--- src/oaht_fifo.sv ---
module oaht_fifo #(
    parameter int W = 8
) (
    input  logic         i_clk,
    input  logic         i_rst_n,
    input  logic         i_push,
    output logic         o_full_n,
    input  logic [W-1:0] i_data,
    output logic         o_valid,
    input  logic         i_pop,
    output logic [W-1:0] o_data
);
    logic [W-1:0] r_mem [2];
    logic         r_wr, r_rd;
    logic [1:0]   r_count;
    logic         w_push, w_pop;

    assign o_full_n = (r_count != 2'd2);
    assign o_valid  = (r_count != 2'd0);
    assign w_push   = i_push && o_full_n;
    assign w_pop    = i_pop && o_valid;
    assign o_data   = r_mem[r_rd];

    always_ff @(posedge i_clk) begin
        if (!i_rst_n) begin
            r_wr    <= 1'b0;
            r_rd    <= 1'b0;
            r_count <= 2'd0;
        end else begin
            if (w_push) r_wr <= !r_wr;
            if (w_pop) r_rd <= !r_rd;
            r_count <= r_count + {1'b0, w_push} - {1'b0, w_pop};
        end
        if (w_push) r_mem[r_wr] <= i_data;
    end

endmodule

--- config.mk ---
export PLATFORM = sky130hd
export DESIGN_NAME = oaht_fifo
export DESIGN_NICKNAME = d
export VERILOG_FILES = /design/src/oaht_fifo.sv
export SDC_FILE = /design/constraint.sdc
export NUM_CORES = 1
export LEC_CHECK = 0
export BUFFER_PORTS_ARGS = -buffer_cell sky130_fd_sc_hd__buf_2
export CAP_MARGIN = 30
export CORE_MARGIN = 4
export CORE_UTILIZATION = 25
export DETAILED_ROUTE_END_ITERATION = 12
export SYNTH_ARGS = -nofsm -noshare
export SYNTH_HDL_FRONTEND = slang
export SYNTH_SLANG_ARGS = --single-unit
--- constraint.sdc ---
create_clock -name i_clk -period 4.1 [get_ports i_clk]
set_clock_uncertainty 0.15 [all_clocks]
set_input_delay 0.82 -clock i_clk [delete_from_list [all_inputs] [get_ports i_clk]]
set_output_delay 0.82 -clock i_clk [all_outputs]
set_load 0.05 [all_outputs]
# ---- After elaboration in Yosys (flattened, before gate mapping)
# Memory sizes are Yosys's and may differ from the RTL's. A register that Yosys moved wholly into a read port is not among the register bits.
# Cells that the tools add are included.
dict set report totals {
  rom_bits 0
  mem_count 1
  word_cells 16
  latchBits 0
  reg_bits 4
  ramBits 16
}
# memory words word_bits rd rd_clocked_by_memory_dff wr line
set mem_list {}
lappend mem_list {r_mem 2 8 1 1 1 13} ;# logic [W-1:0] r_mem [2];
dict set report classes {
  eq_ne 1
  n_div 0
  n_shift 0
  multipliers 0
  order_cmp 0
  addsub 2
  bitwise_logic 0
  n_reduce_logical 5
  muxes 4
}
# operator count
set ops {}
lappend ops {{2-to-1 mux 1 bit} 4}
lappend ops {{adder 2 x 1 -> 2 bit} 1}
lappend ops {{logical AND 1 bit} 2}
lappend ops {{zero test 1 bit} 2}
lappend ops {{inequality test 2 bit (second input constant)} 1}
lappend ops {{nonzero test 2 bit} 1}
lappend ops {{subtractor 2 x 1 -> 2 bit} 1}

# ---- Logic depth before layout (Yosys ltp)
dict set report logic_depth {
  word_depth 4
  depth_mapped 6
  mapped_depth_nobuf 6
}

# ---- Worst setup path after synthesis
# No wires, ideal clock.
dict set report synth_path {
  kind {input port to flip-flop}
  startpoint {input i_pop}
  endpoint {register r_count[1]}
  setup_ns 0.124
  arrival_time_ns 1.695
  path_slack_ns 2.131
  path_stages 6
  t_required_ns 3.826
  path_cell_list {and2b_1 -> o21ba_2 -> nor2_1 -> ha_1 -> nor4_1 -> nor3_1}
}
dict set report synth_via {
  elab_chain_cells 2
}
# element line
set synth_lines {}
lappend synth_lines {{from (decl)} 10} ;# input logic i_pop,
lappend synth_lines {{logical AND 1 bit} 21} ;# assign w_pop = i_pop && o_valid;
lappend synth_lines {{subtractor 2 x 1 -> 2 bit} 32} ;# r_count <= r_count + {1'b0, w_push} - {1'b0, w_pop};
lappend synth_lines {{to (signal assigned)} 32}
lappend synth_lines {{to (decl)} 15} ;# logic [1:0] r_count;
# No other way between the ends.
# A chain may end at the register's enable or synchronous reset.

==> run metrics <==
Clock transition at path regs 0.11 ns; TNS Setup 0 ns; CTS tree yes; DR vias 522; Pwr Density 571.7 nW/um^2; Post-Route WL 1.424 mm; crit path buf inv count 1; critical path startpoint category register; FF-to-FF setup slack 2.46 ns; Syn Inst Count 55; hold crit path type register to register; Sink Count 21; Slew HR 74.21%; Comb pwr share 35.5%; FF+latch count, synth 21; yosys warns 0; Critical Path Sink Type output port; Core Area 3128 sq um; Max Fanout on Critical Path 8; min Tclk post-route 2.417 ns; R2R cell count 6; initial detailed-routing violation count 14; CTS root buf clkbuf_4; ordered cell list for the critical path mux2_2, buf_2; vias in the first global route 550; first-pass GRT wire length 2.373 mm; total CTS buffers 3; Synth Net Count 68; RSZ-0062 raised after global routing no; layout cells sized above 1 45.57%; WS Path Type register to output port; post-synth top area cell edfxtp_1; grt ovf 0; period utilisation layout 58.94%; Worst Path Arrival 1.45 ns; part of the power in registers 48.5%; fin util 32.56%; Synth cell types 23; HP Start r_rd; Clock Latency Late Sink 0.29 ns; via density per instance 4.244; GRT Total Usage 7.371%; cell area after synthesis 835.8 sq um; GPL Wtd Cong 0.7019; sequential cell area fraction in the yosys report 69.46%; # IOs 22; FF-to-FF Start r_count[1]; placed wire-length estimate 1.060 mm; Peak Freq 413.8 MHz; Die W 65.82 microns; Fillers 338; antenna violations before repair 0; largest net degree at the start of global routing 13; clock buffer depth 2; Worst Tran Pin Value 0.3817 ns; r2r endpoint r_count[1]; VDD IR-drop max 0.2526 mV; Internal 0.3632 mW; Multi-input gate area 242.7 sq um; endpoints failing setup 0; Required @ worst endpoint 3.13 ns; Final Hold Vio Count 0; critical path's top delay family flip-flops; post-layout net count 93; num rows 20; antenna cell count 0; Detail Route Antenna Nets 0; P_sw 0.2191 mW; die area 4332 sq um; fin. max-slew vios 0; max_cap viols 0; Slowest cell on crit path dfxtp_1; Mean Syn Cell Area 15.20 sq um; residual DRC count 0; cts-stage hold buffer count 0; Worst Hold Depth 2; P&R area growth vs syn 21.86%; H-tree lvl count 1; WL/cell 11.58 microns; switch share 37.63%; Setup Fix Bufs, Post-CTS 0; starting density of the core 26.72%; WHS Endpoint r_rd; top post-synthesis cells by area edfxtp_1, dfxtp_1, mux2_2, nor2_1, and3_1; status complete, no violations; IO Port Bufs 21; Pre-antenna DRT Iters 4; CP peak stage delay 0.56 ns; post-CTS sizing 0; Clock power frac 16.0%; post-synth top area share 57.49%; LEAKAGE 0.3995 nW; die height 65.82 microns; Sequential Area 580.6 sq um
==> power groups by stage <==
stage	clock network (mW)	logic [mW]	registers, mW
after floorplan	0	0.175	0.275
after global placement	0	0.205	0.286
after detailed placement	0	0.208	0.288
after CTS	0.0997	0.209	0.284
after global routing	0.109	0.221	0.287
final	0.0933	0.207	0.282
==> per-stage QoR <==
| step | hold slack [ns] | std cells | area, sq um | setup WS [ns] | power, mW |
|---|---|---|---|---|---|
| 2_1_floorplan | 0.3225 | 55 | 835.8 | 2.131 | 0.4503 |
| 3_3_place_gp | 0.3416 | 119 | 991.0 | 1.987 | 0.4906 |
| 3_5_place_dp | 0.3581 | 119 | 991.0 | 1.913 | 0.4965 |
| 4_1_cts | 0.3861 | 123 | 1018 | 1.632 | 0.5922 |
| 5_1_grt | 0.4380 | 123 | 1018 | 1.597 | 0.6174 |
| 6_report | 0.3849 | 123 | 1018 | 1.683 | 0.5823 |
==> layout by cell type, fill, tap and decap left out <==
cell type   n
nor2_1      4
nor4bb_1    1
o21ba_2     1
and2b_1     1
dfxtp_1     5
o21ai_0     2
xor2_1      1
nor3_1      1
or2_2       1
clkbuf_4    3
a21oi_1     1
nor4_1      1
inv_1       2
edfxtp_1   16
clkinv_2    1
a21bo_2     1
nand3b_1    1
mux2_2      8
nand3_1     1
buf_2      21
and2_1      1
nand2b_1    1
and3_1      2
o31a_1      1
ha_1        1
==> synthesized netlist by cell type, drive strengths merged <==
cell type and number:
mux2 8, nor3 1, o21ai 2, o31a 1, edfxtp 16, xor2 1
buf 1, ha 1, nor2 4, nor4bb 1, and2 1, and2b 1
and3 2, nand3b 1, a21oi 1, nand3 1, o21ba 1, nor4 1
inv 2, nand2b 1, dfxtp 5, or2 1, a21bo 1
==> sequential cells by signal, summed over array words and instances (netlist names), named ones only <==
register	count
r_mem	16
r_count	2
r_rd	1
r_wr	1
==> logic make-up (layout without fill, tap and decap cells) <==
kind of cell    after synthesis  after routing  share of synthesized area (%)
flops                        21             21                          69.46
simple gates                 15             15                          10.48
mux                           8              8                          10.78
compound gates                6              6                          5.239
buf+inv                       3             27                          1.497
fa+ha+maj                     1              1                          1.497
xor+xnor                      1              1                          1.048
==> worst reg2reg max path: stages, from the launching register on <==
cell and delay, ns:
dfxtp_1 0.43, and2b_1 0.20, o21ba_2 0.15, nor2_1 0.04, ha_1 0.19, nor4_1 0.29
nor3_1 0.09
==> cell type report <==
type                       instances  share of cell area (%)
multi-input combinational         31                   23.83
inverter                           2                  0.7371
sequential                        21                   57.00
clock inverter                     1                  0.4914
timing repair buffer              21                   10.32
clock buffer                       3                   2.211
tap                               44                   5.405
==> worst max path at each step <==
stage / start / endpoint / slack, ns / cells after the start
2_1_floorplan: i_pop / r_count[1] / 2.13 / 6
3_3_place_gp: i_pop / r_count[1] / 1.99 / 7
3_5_place_dp: i_pop / r_count[1] / 1.91 / 7
4_1_cts: register / o_data[2] / 1.63 / 2
5_1_grt: register / o_data[1] / 1.60 / 2
6_report: register / o_data[4] / 1.68 / 2
==> routing by layer <==
metal,part of all wire (%),global-route usage [%]
met2,50,12.39
met5,0,0
met4,0.56,2.850
met3,7.9,2.891
met1,41,8.333
(Power assumes the default switching activity.)
