===== src/oaht_pkg.sv =====
package oaht_pkg;

    localparam int TABLE_DEPTH_DEF = 1024;

    localparam logic [2:0] REQ_PROBE   = 3'd0;
    localparam logic [2:0] REQ_INSERT  = 3'd1;
    localparam logic [2:0] REQ_REPLACE = 3'd2;
    localparam logic [2:0] REQ_DELETE  = 3'd3;
    localparam logic [2:0] REQ_CLEAR   = 3'd4;

    localparam logic [1:0] SLOT_EMPTY   = 2'd0;
    localparam logic [1:0] SLOT_VALID   = 2'd1;
    localparam logic [1:0] SLOT_DELETED = 2'd2;

    localparam logic STATUS_OK   = 1'b0;
    localparam logic STATUS_FULL = 1'b1;

    typedef struct packed {
        logic        found;
        logic [31:0] old_value;
        logic        status;
    } t_rsp;

endpackage


===== src/oaht_req_if.sv =====
interface oaht_req_if;
    logic               valid;
    logic               ready;
    logic [2:0]         req_type;
    logic signed [31:0] key;
    logic [31:0]        hash;
    logic signed [31:0] new_value;

    modport source (output valid, req_type, key, hash, new_value, input ready);
    modport sink   (input valid, req_type, key, hash, new_value, output ready);
endinterface


===== src/oaht_front.sv =====
module oaht_front #(
    parameter int TABLE_DEPTH = oaht_pkg::TABLE_DEPTH_DEF,
    parameter int PW          = $clog2(TABLE_DEPTH),
    parameter int JW          = 67 + 2 * PW
) (
    input  logic          i_clk,
    input  logic          i_rst_n,
    input  logic          i_init_busy,
    oaht_req_if.sink      i_req,
    output logic          o_job_valid,
    input  logic          i_job_ready,
    output logic [JW-1:0] o_job
);
    import oaht_pkg::*;

    // round-up reciprocal for an exact 32-bit divide by the table depth
    localparam logic [63:0] RECIP_WIDE = ((((64'd1 << PW) - 64'(TABLE_DEPTH)) << 32)
                                          / 64'(TABLE_DEPTH)) + 64'd1;
    localparam logic [31:0] RECIP      = RECIP_WIDE[31:0];
    localparam logic [31:0] DIVISOR    = 32'(TABLE_DEPTH);

    localparam logic [2:0] F_IDLE = 3'd0;
    localparam logic [2:0] F_MUL  = 3'd1;
    localparam logic [2:0] F_QUO  = 3'd2;
    localparam logic [2:0] F_REM  = 3'd3;
    localparam logic [2:0] F_PUSH = 3'd4;

    logic [2:0]        r_state, n_state;
    logic              r_pass, n_pass;
    logic [31:0]       r_dvd, n_dvd;
    logic [31:0]       r_t1, n_t1;
    logic [31:0]       r_quo, n_quo;
    logic [PW-1:0]     r_start, n_start;
    logic [PW-1:0]     r_inc, n_inc;
    logic [2:0]        r_req, n_req;
    logic [31:0]       r_key, n_key;
    logic [31:0]       r_val, n_val;
    logic [63:0]       w_prod;
    logic [31:0]       w_quo;
    logic [31:0]       w_qd;
    logic [31:0]       w_diff;

    assign w_prod = 64'(r_dvd) * 64'(RECIP);
    assign w_quo  = (r_t1 + ((r_dvd - r_t1) >> 1)) >> (PW - 1);
    assign w_qd   = r_quo * DIVISOR;
    assign w_diff = r_dvd - w_qd;

    always_comb begin
        n_state = r_state;
        n_pass  = r_pass;
        n_dvd   = r_dvd;
        n_t1    = r_t1;
        n_quo   = r_quo;
        n_start = r_start;
        n_inc   = r_inc;
        n_req   = r_req;
        n_key   = r_key;
        n_val   = r_val;
        case (r_state)
            F_IDLE: begin
                if (i_req.valid && i_req.ready) begin
                    n_req   = i_req.req_type;
                    n_key   = i_req.key;
                    n_val   = i_req.new_value;
                    n_dvd   = i_req.hash;
                    n_pass  = 1'b0;
                    n_start = '0;
                    n_inc   = '0;
                    if (i_req.req_type inside {REQ_PROBE, REQ_INSERT, REQ_REPLACE,
                                               REQ_DELETE}) begin
                        n_state = F_MUL;
                    end else begin
                        n_state = F_PUSH;
                    end
                end
            end
            F_MUL: begin
                n_t1    = w_prod[63:32];
                n_state = F_QUO;
            end
            F_QUO: begin
                n_quo   = w_quo;
                n_state = F_REM;
            end
            F_REM: begin
                if (!r_pass) begin
                    // quotient feeds the second division
                    n_start = w_diff[PW-1:0];
                    n_dvd   = r_quo;
                    n_pass  = 1'b1;
                    n_state = F_MUL;
                end else begin
                    n_inc   = w_diff[PW-1:0] >> 1;
                    n_state = F_PUSH;
                end
            end
            F_PUSH: begin
                if (i_job_ready) begin
                    n_state = F_IDLE;
                end
            end
            default: n_state = F_IDLE;
        endcase
    end

    always_ff @(posedge i_clk) begin
        if (!i_rst_n) begin
            r_state <= F_IDLE;
        end else begin
            r_state <= n_state;
        end
        r_pass  <= n_pass;
        r_dvd   <= n_dvd;
        r_t1    <= n_t1;
        r_quo   <= n_quo;
        r_start <= n_start;
        r_inc   <= n_inc;
        r_req   <= n_req;
        r_key   <= n_key;
        r_val   <= n_val;
    end

    assign i_req.ready = (r_state == F_IDLE) && !i_init_busy;
    assign o_job_valid = (r_state == F_PUSH);
    assign o_job       = {r_req, r_key, r_val, r_start, r_inc};

endmodule


===== src/flat_wrapper.sv =====
// flat-port wrapper written by rule: the top's interface ports become plain ports
module oaht_front_flat import oaht_pkg::*;
#(
    parameter int TABLE_DEPTH = oaht_pkg::TABLE_DEPTH_DEF,
    parameter int PW          = $clog2(TABLE_DEPTH),
    parameter int JW          = 67 + 2 * PW
)
  (i_clk, i_rst_n, i_init_busy, o_job_valid, i_job_ready, o_job, i_req_valid, i_req_req_type, i_req_key, i_req_hash, i_req_new_value, i_req_ready);
  oaht_req_if i_req_i ();
  input  logic i_clk;
  input  logic i_rst_n;
  input  logic i_init_busy;
  output logic o_job_valid;
  input  logic i_job_ready;
  output logic [JW-1:0] o_job;
  input wire logic [$bits(i_req_i.valid)-1:0] i_req_valid;
  input wire logic [$bits(i_req_i.req_type)-1:0] i_req_req_type;
  input wire logic [$bits(i_req_i.key)-1:0] i_req_key;
  input wire logic [$bits(i_req_i.hash)-1:0] i_req_hash;
  input wire logic [$bits(i_req_i.new_value)-1:0] i_req_new_value;
  output wire logic [$bits(i_req_i.ready)-1:0] i_req_ready;
  assign i_req_i.valid = i_req_valid;
  assign i_req_i.req_type = i_req_req_type;
  assign i_req_i.key = i_req_key;
  assign i_req_i.hash = i_req_hash;
  assign i_req_i.new_value = i_req_new_value;
  assign i_req_ready = i_req_i.ready;
  oaht_front #(.TABLE_DEPTH(TABLE_DEPTH), .PW(PW), .JW(JW)) u_core (.i_clk(i_clk), .i_rst_n(i_rst_n), .i_init_busy(i_init_busy), .i_req(i_req_i), .o_job_valid(o_job_valid), .i_job_ready(i_job_ready), .o_job(o_job));
endmodule

===== config.mk =====
export PLATFORM = sky130hd
export DESIGN_NAME = oaht_front_flat
export DESIGN_NICKNAME = d
export VERILOG_FILES = /design/src/oaht_pkg.sv /design/src/oaht_req_if.sv /design/src/oaht_front.sv /design/src/flat_wrapper.sv
export SDC_FILE = /design/constraint.sdc
export NUM_CORES = 1
export LEC_CHECK = 0
export BUFFER_PORTS_ARGS = -buffer_cell sky130_fd_sc_hd__buf_2
export CORE_ASPECT_RATIO = 1.5
export CORE_MARGIN = 2
export CORE_UTILIZATION = 48
export DETAILED_ROUTE_END_ITERATION = 16
export HOLD_SLACK_MARGIN = 0.02
export PLACE_DENSITY = 0.87
export SETUP_SLACK_MARGIN = 0.02
export SLEW_MARGIN = 20
export SYNTH_ARGS = -nofsm -noshare
export SYNTH_HDL_FRONTEND = slang
export SYNTH_SLANG_ARGS = --single-unit

===== constraint.sdc =====
create_clock -name i_clk -period 9.5 [get_ports i_clk]
set_clock_uncertainty 0.05 [all_clocks]
set_input_delay 0.475 -clock i_clk [delete_from_list [all_inputs] [get_ports i_clk]]
set_output_delay 0.475 -clock i_clk [all_outputs]
set_load 0.02 [all_outputs]

# Word level (Yosys, flattened, before mapping)
# Cells that the tools add are included.
# totals
register_bits,145
inputBits,104
# op_classes
addsub,1
eq_ne,11
mux,15
reduce_logical,12
# ops
operator,n
$mux 32,2
$pmux 32 s2,1
$pmux 10 s2,2
$mux 10,3
$pmux 3 s5,1
$eq 3x2->1 const B,4
$mux 3,4
$sub 10x1->10 const B,1
$eq 3x1->1 const B,2
$logic_not 3->1,2
$ne 2x1->1 const B,3
$reduce_and 2->1,3
$reduce_and 3->1,2
$reduce_bool 4->1,1
$eq 3x3->1 const B,1
$logic_and 1x1->1,2
$ne 2x2->1 const B,1
$pmux 1 s2,1
$reduce_bool 2->1,1
$logic_not 1->1,1
$mux 1,1

# Longest topological paths before layout
# Gate-level depths: netlist (run 1).
# depth
word_depth,5
depth_mapped,5
ltp_nobuf,3

# Worst setup path after synthesis (run 1)
# No wires, ideal clock.
# synth_timing
kind,in2reg
start,in i_init_busy
end,reg u_core.r_key[0] (enable)
setup_time_ns,0.658
t_arrival_ns,6.989
required_ns,8.792
slack_ns,1.803
stages,2
n_path_buf,0
path_cell_list,nand2b_1 nor4_1
# synth_via
elab_chain_cells,4
# synth_rtl
item,line_no,text
"start, declared",flat_wrapper.sv:12,input logic i_init_busy;
$logic_not 1->1,oaht_front.sv:123,assign i_req.ready = (r_state == F_IDLE) && !i_init_busy;
$logic_and 1x1->1,oaht_front.sv:123,
$logic_and 1x1->1,oaht_front.sv:61,if (i_req.valid && i_req.ready) begin
$reduce_and 2->1 (no source line),-,
"end signal, assigned",oaht_front.sv:119,r_key <= n_key;
"end, declared",oaht_front.sv:36,"logic [31:0] r_key, n_key;"
# No other way between the ends.
# A chain may end at the register's enable or synchronous reset.

# Final worst setup path (run 1)
# layout_timing
start,reg u_core.r_state[0]
end,reg u_core.r_dvd[11] (enable)
# layout_via
elab_chain_cells,5
elab_cells_between_ends,8
cone_classes,3 x eq/ne; 5 x reduce/logical
# layout_rtl
item,line_no,text
"start, declared",oaht_front.sv:28,"logic [2:0] r_state, n_state;"
"start signal, assigned",oaht_front.sv:110,r_state <= n_state;
$logic_not 3->1,"oaht_front.sv:59, oaht_front.sv:123",
$logic_and 1x1->1,oaht_front.sv:123,
$logic_and 1x1->1,oaht_front.sv:61,
$ne 2x1->1 (no source line),-,
$reduce_and 3->1 (no source line) (*),-,
"end signal, assigned",oaht_front.sv:113,r_dvd <= n_dvd;
"end, declared",oaht_front.sv:30,"logic [31:0] r_dvd, n_dvd;"
# Mark *: on every way between the ends. The rest lies on a longest branch, timed or not.

==> results.py, run 1 <==
metrics = {
    "placed_design": {
        "dp_hpwl_um": 6300,
        "placed_cells_incl_taps": 524,
        "routabilityCongestion": 0.820,
        "port-buffer-count": 191,
    },
    "min_path": {
        "min_path_type": "in -> reg",
    },
    "critical_path": {
        "crit_start": "u_core.r_state[0]",
        "cp_max_fo": 42,
        "worst-setup-path-type": "reg -> reg",
        "rr_endpoint": "u_core.r_dvd[11]",
        "worstRegToRegCells": 4,
        "start_kind": "register",
        "crit_path_end_kind": "register",
        "required_ns": 9.48,
        "reg2reg_from": "u_core.r_state[0]",
        "cp.arrival_ns": 2.06,
        "rrSetupSlack_ns": 7.43,
        "endpoint": "u_core.r_dvd[11]",
    },
    "clocking": {
        "clkLatencyLatePin_ns": 0.40,
        "root_buffer": "clkbuf_16",
        "cts_buffer_depth": 2,
        "cts_resized": 0,
        "htree_levels": 4,
        "cts_inserted_buffers": 17,
        "ctsHoldBuffers": 0,
        "clock_sinks": 144,
        "cts_tree": "built",
        "clkTransAtPathRegs_ns": 0.06,
        "cts_setup_buffers": 0,
    },
    "floorplanning": {
        "boundaryPins": 193,
        "core_area_mm2": 0.0100,
        "die_w_um": 86.5,
        "dieArea_mm2": 0.0110,
        "start_util_pct": 48.9,
        "rows": 45,
        "fp.dieH_um": 128,
    },
    "route": {
        "drtIter0Drc": 187,
        "drtAntennaViolNets": 0,
        "routed_wl_um": 8890,
        "first_pass_iters": 4,
        "post-route-drc-count": 0,
        "viasPerCell": 4.82,
        "wl_per_cell_um": 16.0,
        "vias": 2673,
    },
    "sta": {
        "slew_viol_final": 0,
        "slew_headroom_pct": 44.3,
        "setup_viol": 0,
        "whs_ns": 0.196,
        "period_share_pct": 21.8,
        "rsz0062_at_grt": "false",
        "max_freq_ghz": 0.482,
        "hold_violations": 0,
        "tightest_slew_ns": 0.836,
        "fin_setup_tns_ns": 0,
        "layout_min_cycle_time_ns": 2.07,
    },
    "layout": {
        "multi_input_area_um2": 561,
        "layout-drive-gt1-share_pct": 57.0,
        "final_common_cell": "buf_2",
        "num_antenna_cells": 0,
        "seq_area_mm2": 0.00429,
        "fin_cells": 554,
        "area_growth_pct": 34.4,
        "finalNetCount": 530,
        "fill_cells": 701,
        "mostFrequentLayoutCells": "191 x buf_2, 141 x edfxtp_1, 22 x mux2_2",
    },
    "power_and_ir_drop": {
        "p_per_area_mw_per_mm2": 232,
        "p_int_mw": 1.22,
        "max-vdd-ir-drop_uv": 143,
        "seqPwrFrac_pct": 49.5,
        "comb_power_share_pct": 6.9,
        "p_sw_mw": 0.308,
        "power_frac_clock_pct": 43.6,
        "p_sw_share_pct": 20.2,
        "p_leak_nw": 2.60,
    },
    "global_route": {
        "grt_pass1_vias": 2822,
        "grt_pass1_wl_um": 13600,
        "antenna_found_initial": 0,
        "grt_use_total_pct": 16.8,
        "grt_overflow_total": 0,
        "grt_max_degree": 68,
    },
    "flow_run": {
        "max_cap_viol_count": 0,
    },
    "synthesis": {
        "syn-num-nets": 325,
        "yosys_warnings": 0,
        "synth_cells": 221,
        "synth_seq_cells": 144,
        "synth-seq-area-share_pct": 87.6,
        "synth.distinct_cells": 25,
        "synth_area_mm2": 0.00490,
        "synth.avg_cell_area_um2": 22.2,
    },
    "run_status": {
        "outcome": "finished, final reports clean",
    },
}
[area by class of cell]
| class | count | share of cell area, % |
|---|---|---|
| clock buffer | 19 | 6.57 |
| sequential | 144 | 65.2 |
| clock inverter | 11 | 2.51 |
| tap | 117 | 2.22 |
| timing repair buffer | 194 | 14.9 |
| multi-input combinational | 67 | 8.51 |
| inverter | 2 | 0.114 |
[registers in the layout (all words and copies together), names as in the netlist]
register / count
u_core.r_dvd: 32
u_core.r_key: 32
u_core.r_val: 32
u_core.r_quo: 22
u_core.r_start: 10
u_core.r_inc: 9
u_core.r_req: 3
u_core.r_state: 3
u_core.r_pass: 1
[metrics by stage]
| step | setup slack, ns | area, µm² | total power, mW | util, % |
|---|---|---|---|---|
| after detailed placement | 7.16 | 5990 | 0.874 | 59.7 |
| after floorplan | 1.80 | 4900 | 0.827 | - |
| after CTS | 7.41 | 6590 | 1.54 | 65.7 |
| final | 7.43 | 6590 | 1.52 | 65.7 |
| after global routing | 7.31 | 6590 | 1.58 | 65.7 |
| after global placement | 7.24 | 5990 | 0.869 | 59.7 |
[worst min-delay path by stage]
| stage | from | to | depth (start not counted) | slack (ns) |
|---|---|---|---|---|
| 2_1_floorplan | u_core.r_dvd[10] | u_core.r_quo[0] | 0 | 0.35 |
| 3_3_place_gp | u_core.r_dvd[13] | u_core.r_quo[3] | 0 | 0.35 |
| 3_5_place_dp | u_core.r_dvd[20] | u_core.r_quo[10] | 0 | 0.35 |
| 4_1_cts | i_req_key[19] | u_core.r_key[19] | 1 | 0.17 |
| 5_1_grt | i_req_key[18] | u_core.r_key[18] | 1 | 0.17 |
| 6_report | i_req_key[5] | u_core.r_key[5] | 1 | 0.20 |
[Yosys cell counts]
cell,number,area share [%]
or3_1,1,0.13
and2_1,11,1.4
nand3_1,1,0.10
buf_2,3,0.31
nand2b_1,3,0.38
dfxtp_1,3,1.2
a21oi_1,4,0.41
nor2_8,1,0.41
a32o_1,1,0.20
buf_4,3,0.46
conb_1,1,0.077
or2_2,1,0.13
nand2_4,1,0.23
nand2_1,1,0.077
inv_1,2,0.15
nor2_1,2,0.15
nor4_1,2,0.26
edfxtp_1,141,86
and4b_1,1,0.20
mux2_2,22,5.1
xnor2_1,1,0.18
o21ai_0,2,0.20
nor2b_1,10,1.3
nor3_1,1,0.10
buf_6,2,0.46
[power groups by stage]
stage | clock, mW | sequential [mW] | combinational [mW]
2_1_floorplan | 0 | 0.797 | 0.0304
3_3_place_gp | 0 | 0.766 | 0.104
3_5_place_dp | 0 | 0.768 | 0.107
4_1_cts | 0.681 | 0.755 | 0.107
5_1_grt | 0.707 | 0.758 | 0.114
6_report | 0.665 | 0.754 | 0.105
[worst max-delay path: stages, from the launching register on]
cell and delay [ns]:
dfxtp_1 0.57, nand2_4 0.13, or2_2 0.32, a21oi_4 0.14
buf_4 0.47
[per-layer routing]
layer  vias to the layer above  wire length [µm]  GRT usage (%)
li1                       1263                 -              -
met1                      1276              3340           18.7
met2                       114              4730           27.3
met3                        20               580           6.83
met4                         0               236           8.73
met5                         -                 0              0
[logic make-up after synthesis]
group,after synthesis,synth area share [%]
AO/OA/AOI/OAI,7,0.817
XOR/XNOR,1,0.179
buffers and inverters,10,1.38
flip-flops,144,87.6
multiplexers,22,5.06
other,1,0.0765
AND/OR/NAND/NOR,36,4.85
No activity file was read; power rests on OpenSTA's default activity.
==> run 2, diff against run 1 <==
--- a/config.mk
+++ b/config.mk
@@ -5,13 +5,14 @@
 export SDC_FILE = /design/constraint.sdc
 export NUM_CORES = 1
 export LEC_CHECK = 0
+export ABC_AREA = 1
 export BUFFER_PORTS_ARGS = -buffer_cell sky130_fd_sc_hd__buf_2
 export CORE_ASPECT_RATIO = 1.5
 export CORE_MARGIN = 2
-export CORE_UTILIZATION = 48
+export CORE_UTILIZATION = 43
 export DETAILED_ROUTE_END_ITERATION = 16
 export HOLD_SLACK_MARGIN = 0.02
-export PLACE_DENSITY = 0.87
+export PLACE_DENSITY = 0.83
 export SETUP_SLACK_MARGIN = 0.02
 export SLEW_MARGIN = 20
 export SYNTH_ARGS = -nofsm -noshare
==> constraint.sdc (replaced) <==
create_clock -name i_clk -period 1.9 [get_ports i_clk]
set_clock_uncertainty 0.05 [all_clocks]
set_input_delay 0.095 -clock i_clk [delete_from_list [all_inputs] [get_ports i_clk]]
set_output_delay 0.095 -clock i_clk [all_outputs]
set_load 0.02 [all_outputs]
==> results.py, run 2 <==
metrics = {
    "run_status": {
        "outcome": "finished, final reports clean",
    },
    "global_route": {
        "grt_pass1_vias": 3588,
        "grt_max_degree": 58,
        "grt_overflow_total": 0,
        "antenna_found_initial": 1,
        "grt_use_total_pct": 20.6,
        "grt_pass1_wl_um": 18800,
    },
    "synthesis": {
        "async_flop_share_pct": 0,
        "synth-xor-area-share_pct": 0,
        "synth_seq_cells": 144,
        "synth.avg_cell_area_um2": 16.8,
        "synth.area.mux_share_pct": 0,
        "synth.area.top_cells": "edfxtp_1 87%, nand2_1 5.8%, inv_1 2.1%",
        "syn-num-nets": 396,
        "post-synth-top-area-cell": "edfxtp_1",
        "synth_area_mm2": 0.00489,
        "yosys_warnings": 0,
        "synth_top_area_share_pct": 86.5,
        "synth_cells": 292,
        "synth-seq-area-share_pct": 87.8,
        "synth_fa_ha_area_share_pct": 0,
        "synth-main-ff-cell": "edfxtp_1",
        "synth_compound_area_share_pct": 0.665,
        "yosys.area_share.simple_pct": 8.59,
        "synth_most_common_cell": "edfxtp_1",
        "synth.distinct_cells": 18,
        "synth_top_family_by_area": "simple AND/OR/NAND/NOR gates",
        "synth_edf_count": 141,
        "synth_common_cells": "141 x edfxtp_1, 76 x nand2_1, 27 x inv_1, 24 x nor2_1, 6 x buf_2",
    },
    "floorplanning": {
        "die_w_um": 91.1,
        "rows": 47,
        "dieArea_mm2": 0.0123,
        "boundaryPins": 193,
        "start_util_pct": 44.3,
        "fp.dieH_um": 135,
        "core_area_mm2": 0.0111,
    },
    "min_path": {
        "hold_path_end": "u_core.r_pass",
        "min_path_cells": 3,
        "hp-start": "i_req_valid",
        "min_path_type": "in -> reg",
    },
    "sta": {
        "period_share_pct": 88.7,
        "layout_min_cycle_time_ns": 1.69,
        "max_freq_ghz": 0.593,
        "slew_viol_final": 0,
        "setup_ws_ns": 0.214,
        "whs_ns": 0.0546,
        "rsz0062_at_grt": "false",
        "hold_violations": 0,
        "setup_viol": 0,
    },
    "route": {
        "drtIter0Drc": 154,
        "vias": 3456,
        "drtAntennaViolNets": 0,
        "wl_per_cell_um": 16.1,
        "viasPerCell": 4.50,
        "routed_wl_um": 12400,
        "post-route-drc-count": 0,
        "first_pass_iters": 4,
    },
    "critical_path": {
        "start_kind": "register",
        "worst-setup-path-type": "reg -> reg",
        "reg2reg_from": "u_core.r_state[2]",
        "cp.arrival_ns": 1.93,
        "rrSetupSlack_ns": 0.21,
        "rr_endpoint": "u_core.r_state[0]",
        "crit_path_end_kind": "register",
        "cp_max_fo": 6,
        "worstRegToRegCells": 6,
        "required_ns": 2.14,
    },
    "flow_run": {
        "max_cap_viol_count": 0,
    },
    "layout": {
        "final_common_cell": "buf_2",
        "final_area_mm2": 0.00773,
        "finalNetCount": 710,
        "area_growth_pct": 58.0,
        "largest_registers": "u_core.r_dvd x32, u_core.r_key x32, u_core.r_val x32",
        "layout-drive-gt1-share_pct": 38.6,
        "fill_cells": 762,
        "mostFrequentLayoutCells": "191 x buf_2, 141 x edfxtp_1, 103 x dlygate4sd3_1",
    },
    "power_and_ir_drop": {
        "p_per_area_mw_per_mm2": 1010,
        "p_leak_nw": 3.28,
        "max-vdd-ir-drop_uv": 849,
    },
    "placed_design": {
        "dp_hpwl_um": 7300,
        "preCtsSetupSlack_ns": 0.275,
        "routabilityCongestion": 0.920,
        "port-buffer-count": 191,
        "placed_cell_area_mm2": 0.00614,
    },
    "clocking": {
        "cts_inserted_buffers": 17,
        "ctsHoldBuffers": 103,
        "root_buffer": "clkbuf_16",
        "cts_tree": "built",
        "cts_buffer_depth": 2,
        "clkLatencyLatePin_ns": 0.40,
        "clock_sinks": 144,
        "cts_setup_buffers": 0,
        "htree_levels": 4,
        "clkTransAtPathRegs_ns": 0.05,
        "cts_resized": 0,
    },
}
==> run 2: cell count changes in the layout (fill, tap and decap cells not counted), sizes merged, moves of 3 or more <==
cell,before,now
mux2,22,0
and2,11,0
nor2b,10,0
inv,3,27
nand2b,3,0
nor2,3,25
nand2,2,76
buf,194,199
dlygate4sd3,0,103
clkinvlp,0,4
a21oi,4,1
==> run 2: logic make-up (layout without fill, tap and decap cells) <==
group,count (synthesis),in the layout
and+or+nand+nor,107,107
AOI/OAI and AO/OA,5,5
buffers and inverters,35,362
DFF,144,144
other,1,3
==> run 2: critical path, stage by stage (launching register included) <==
cell and delay, ns:
dfxtp_4 0.39, inv_2 0.08, nor3_1 0.23, nand2_1 0.14, nand3_1 0.10, dlygate4sd3_1 0.55
nor2_1 0.04
==> run 2: routing by layer <==
layer	vias to the layer above	routed length, µm	GRT usage [%]
met3	23	513	4.41
met1	1666	4530	22.7
li1	1637	-	-
met2	130	7080	38.4
met5	-	0	0
met4	0	257	8.50
==> run 2: cell type report <==
cell class,count,area (µm²),share of cell area [%]
antenna,2,5.00,0.0647
inverter,28,109,1.41
clock inverter,12,119,1.54
multi-input combinational,113,504,6.52
clock buffer,20,437,5.65
timing repair buffer,302,2070,26.8
tap,147,184,2.38
sequential,144,4300,55.6
==> run 2: how the worst max path moves through the flow <==
stage | slack (ns) | cells after the start | end | startpoint
after floorplan | -0.15 | 5 | u_core.r_dvd[0] | u_core.r_state[1]
after global placement | 0.34 | 6 | u_core.r_key[23] | u_core.r_state[1]
after detailed placement | 0.27 | 6 | u_core.r_val[17] | u_core.r_state[1]
after CTS | 0.22 | 7 | u_core.r_state[0] | u_core.r_state[1]
after global routing | 0.06 | 7 | u_core.r_state[0] | u_core.r_state[1]
final | 0.21 | 6 | u_core.r_state[0] | u_core.r_state[2]
==> run 2: power by group <==
part	total (mW)	switching (mW)	leakage, nW	internal, mW
Sequential	3.85	0.0775	1.34	3.77
Clock	3.11	1.20	0.265	1.91
Combinational	0.867	0.491	1.68	0.377
==> run 2: stage by stage <==
step,TNS [ns],instances,total power [mW],util [%]
after CTS,0,766,7.83,69.9
after global placement,0,631,4.55,55.5
after floorplan,-17.84,292,4.26,-
after global routing,0,767,8.09,69.9
final,0,768,7.82,69.9
after detailed placement,0,631,4.58,55.5
==> run 3, diff against run 2 <==
--- a/config.mk
+++ b/config.mk
@@ -7,7 +7,6 @@
 export LEC_CHECK = 0
 export ABC_AREA = 1
 export BUFFER_PORTS_ARGS = -buffer_cell sky130_fd_sc_hd__buf_2
-export CORE_ASPECT_RATIO = 1.5
 export CORE_MARGIN = 2
 export CORE_UTILIZATION = 43
 export DETAILED_ROUTE_END_ITERATION = 16
==> results.py, run 3 (synthesized netlist as in run 2, its figures left out) <==
metrics = {
    "placed_design": {
        "port-buffer-count": 191,
        "dp_hpwl_um": 7290,
        "placed_cell_area_mm2": 0.00613,
        "routabilityCongestion": 0.782,
        "placed_cells_incl_taps": 624,
    },
    "power_and_ir_drop": {
        "p_leak_nw": 3.29,
        "p_per_area_mw_per_mm2": 1010,
        "max-vdd-ir-drop_uv": 708,
        "finalPower_mw": 7.78,
    },
    "critical_path": {
        "cp.arrival_ns": 1.89,
        "crit_path_max_incr_delay_ns": 0.55,
        "start_kind": "register",
        "crit_path_end_kind": "register",
        "required_ns": 2.13,
        "cp_max_fo": 6,
        "path_cells": "inv_2, nor3_1, nand2_1, nand3_1, nor2_1, dlygate4sd3_1",
        "worst-setup-path-type": "reg -> reg",
        "cpMaxStageDelayCell": "dlygate4sd3_1",
    },
    "sta": {
        "layout_min_cycle_time_ns": 1.65,
        "hold_violations": 0,
        "setup_viol": 0,
        "slew_viol_final": 0,
        "period_share_pct": 87.1,
        "max_freq_ghz": 0.605,
        "rsz0062_at_grt": "false",
    },
    "route": {
        "drtAntennaViolNets": 0,
        "first_pass_iters": 4,
        "drtIter0Drc": 107,
        "routed_wl_um": 11600,
        "viasPerCell": 4.46,
        "vias": 3377,
        "wl_per_cell_um": 15.3,
        "post-route-drc-count": 0,
    },
    "global_route": {
        "grt_use_total_pct": 19.4,
        "grt_pass1_vias": 3689,
        "grt_pass1_wl_um": 17900,
        "grt_overflow_total": 0,
        "grt_max_degree": 44,
        "antenna_found_initial": 0,
    },
    "floorplanning": {
        "fp.dieH_um": 111,
        "die_w_um": 111,
        "core_area_mm2": 0.0110,
        "rows": 38,
        "boundaryPins": 193,
        "start_util_pct": 44.6,
        "dieArea_mm2": 0.0122,
    },
    "clocking": {
        "cts_buffer_depth": 2,
        "cts_inserted_buffers": 17,
        "cts_tree": "built",
        "clock_sinks": 144,
        "clkLatencyLatePin_ns": 0.41,
        "htree_levels": 4,
        "root_buffer": "clkbuf_16",
        "clkTransAtPathRegs_ns": 0.05,
    },
    "layout": {
        "num_antenna_cells": 0,
        "final_util_pct": 70.3,
        "multi_input_area_um2": 504,
        "seq_area_mm2": 0.00430,
        "final_common_cell": "buf_2",
        "largest_registers": "u_core.r_dvd x32, u_core.r_key x32, u_core.r_val x32",
        "finalNetCount": 710,
        "fill_cells": 710,
        "mostFrequentLayoutCells": "191 x buf_2, 141 x edfxtp_1, 103 x dlygate4sd3_1",
        "area_growth_pct": 57.7,
        "fin_cells": 758,
        "final_area_mm2": 0.00772,
        "layout-drive-gt1-share_pct": 38.7,
    },
    "min_path": {
        "min_path_type": "in -> reg",
    },
    "flow_run": {
        "max_cap_viol_count": 0,
    },
    "run_status": {
        "outcome": "finished, final reports clean",
    },
}
run 3: changes by cell type in the layout (fill, tap and decap cells not counted), sizes merged:
cell,previous run,this run
clkbuf,20,19
clkinvlp,4,3
diode,2,0
clkinv,7,8
run 3: worst paths after layout:
path | cells past startpoint | end | from | slack [ns]
worst max-delay path | 6 | u_core.r_state[0] | u_core.r_state[2] | 0.25
worst min-delay path | 4 | u_core.r_state[2] | i_init_busy | 0.05
worst max register to register | 6 | u_core.r_state[0] | u_core.r_state[2] | 0.25
worst min register to register | 0 | u_core.r_quo[19] | u_core.r_dvd[29] | 0.37
run 3: layout make-up:
cell class | count | area share, %
Timing Repair Buffer | 302 | 26.9
Sequential cell | 144 | 55.8
Tap cell | 140 | 2.27
Inverter | 28 | 1.41
Clock buffer | 19 | 5.61
Clock inverter | 12 | 1.56
Multi-Input combinational cell | 113 | 6.53
run 3: power breakdown:
part / leakage [nW] / total, mW / internal [mW] / switching [mW]
clock network: 0.267 / 3.08 / 1.91 / 1.18
logic: 1.68 / 0.859 / 0.375 / 0.485
registers: 1.34 / 3.84 / 3.77 / 0.0686
total: 3.29 / 7.78 / 6.05 / 1.73
run 3: worst max-delay path: cells and delay by family, from the launching register on:
kind	cells	cell delay, ns
flops	1	0.38
simple gates	4	0.48
buf+inv	2	0.62
run 3: repair_timing:
| item | CTS | global route |
|---|---|---|
| setup buffers | 0 | 0 |
| resized for setup | 0 | 0 |
| hold buffers | 103 | 0 |
| endpoints found under the hold margin | 103 | 0 |
run 3: stage by stage:
step	TNS [ns]	hold WS (ns)	setup slack, ns
4_1_cts	0	0.0233	0.246
3_3_place_gp	0	0.221	0.322
5_1_grt	0	0.0818	0.0754
6_report	0	0.0526	0.246
2_1_floorplan	-17.84	0.144	-0.155
3_5_place_dp	0	0.223	0.266
run 3: routing by layer:
layer | GRT usage (%) | vias to the layer above | part of all wire [%]
met1 | 19.8 | 1596 | 36
met4 | 8.58 | 0 | 2.4
met5 | 0 | - | 0
li1 | - | 1643 | -
met3 | 6.72 | 22 | 5.3
met2 | 35.7 | 116 | 56
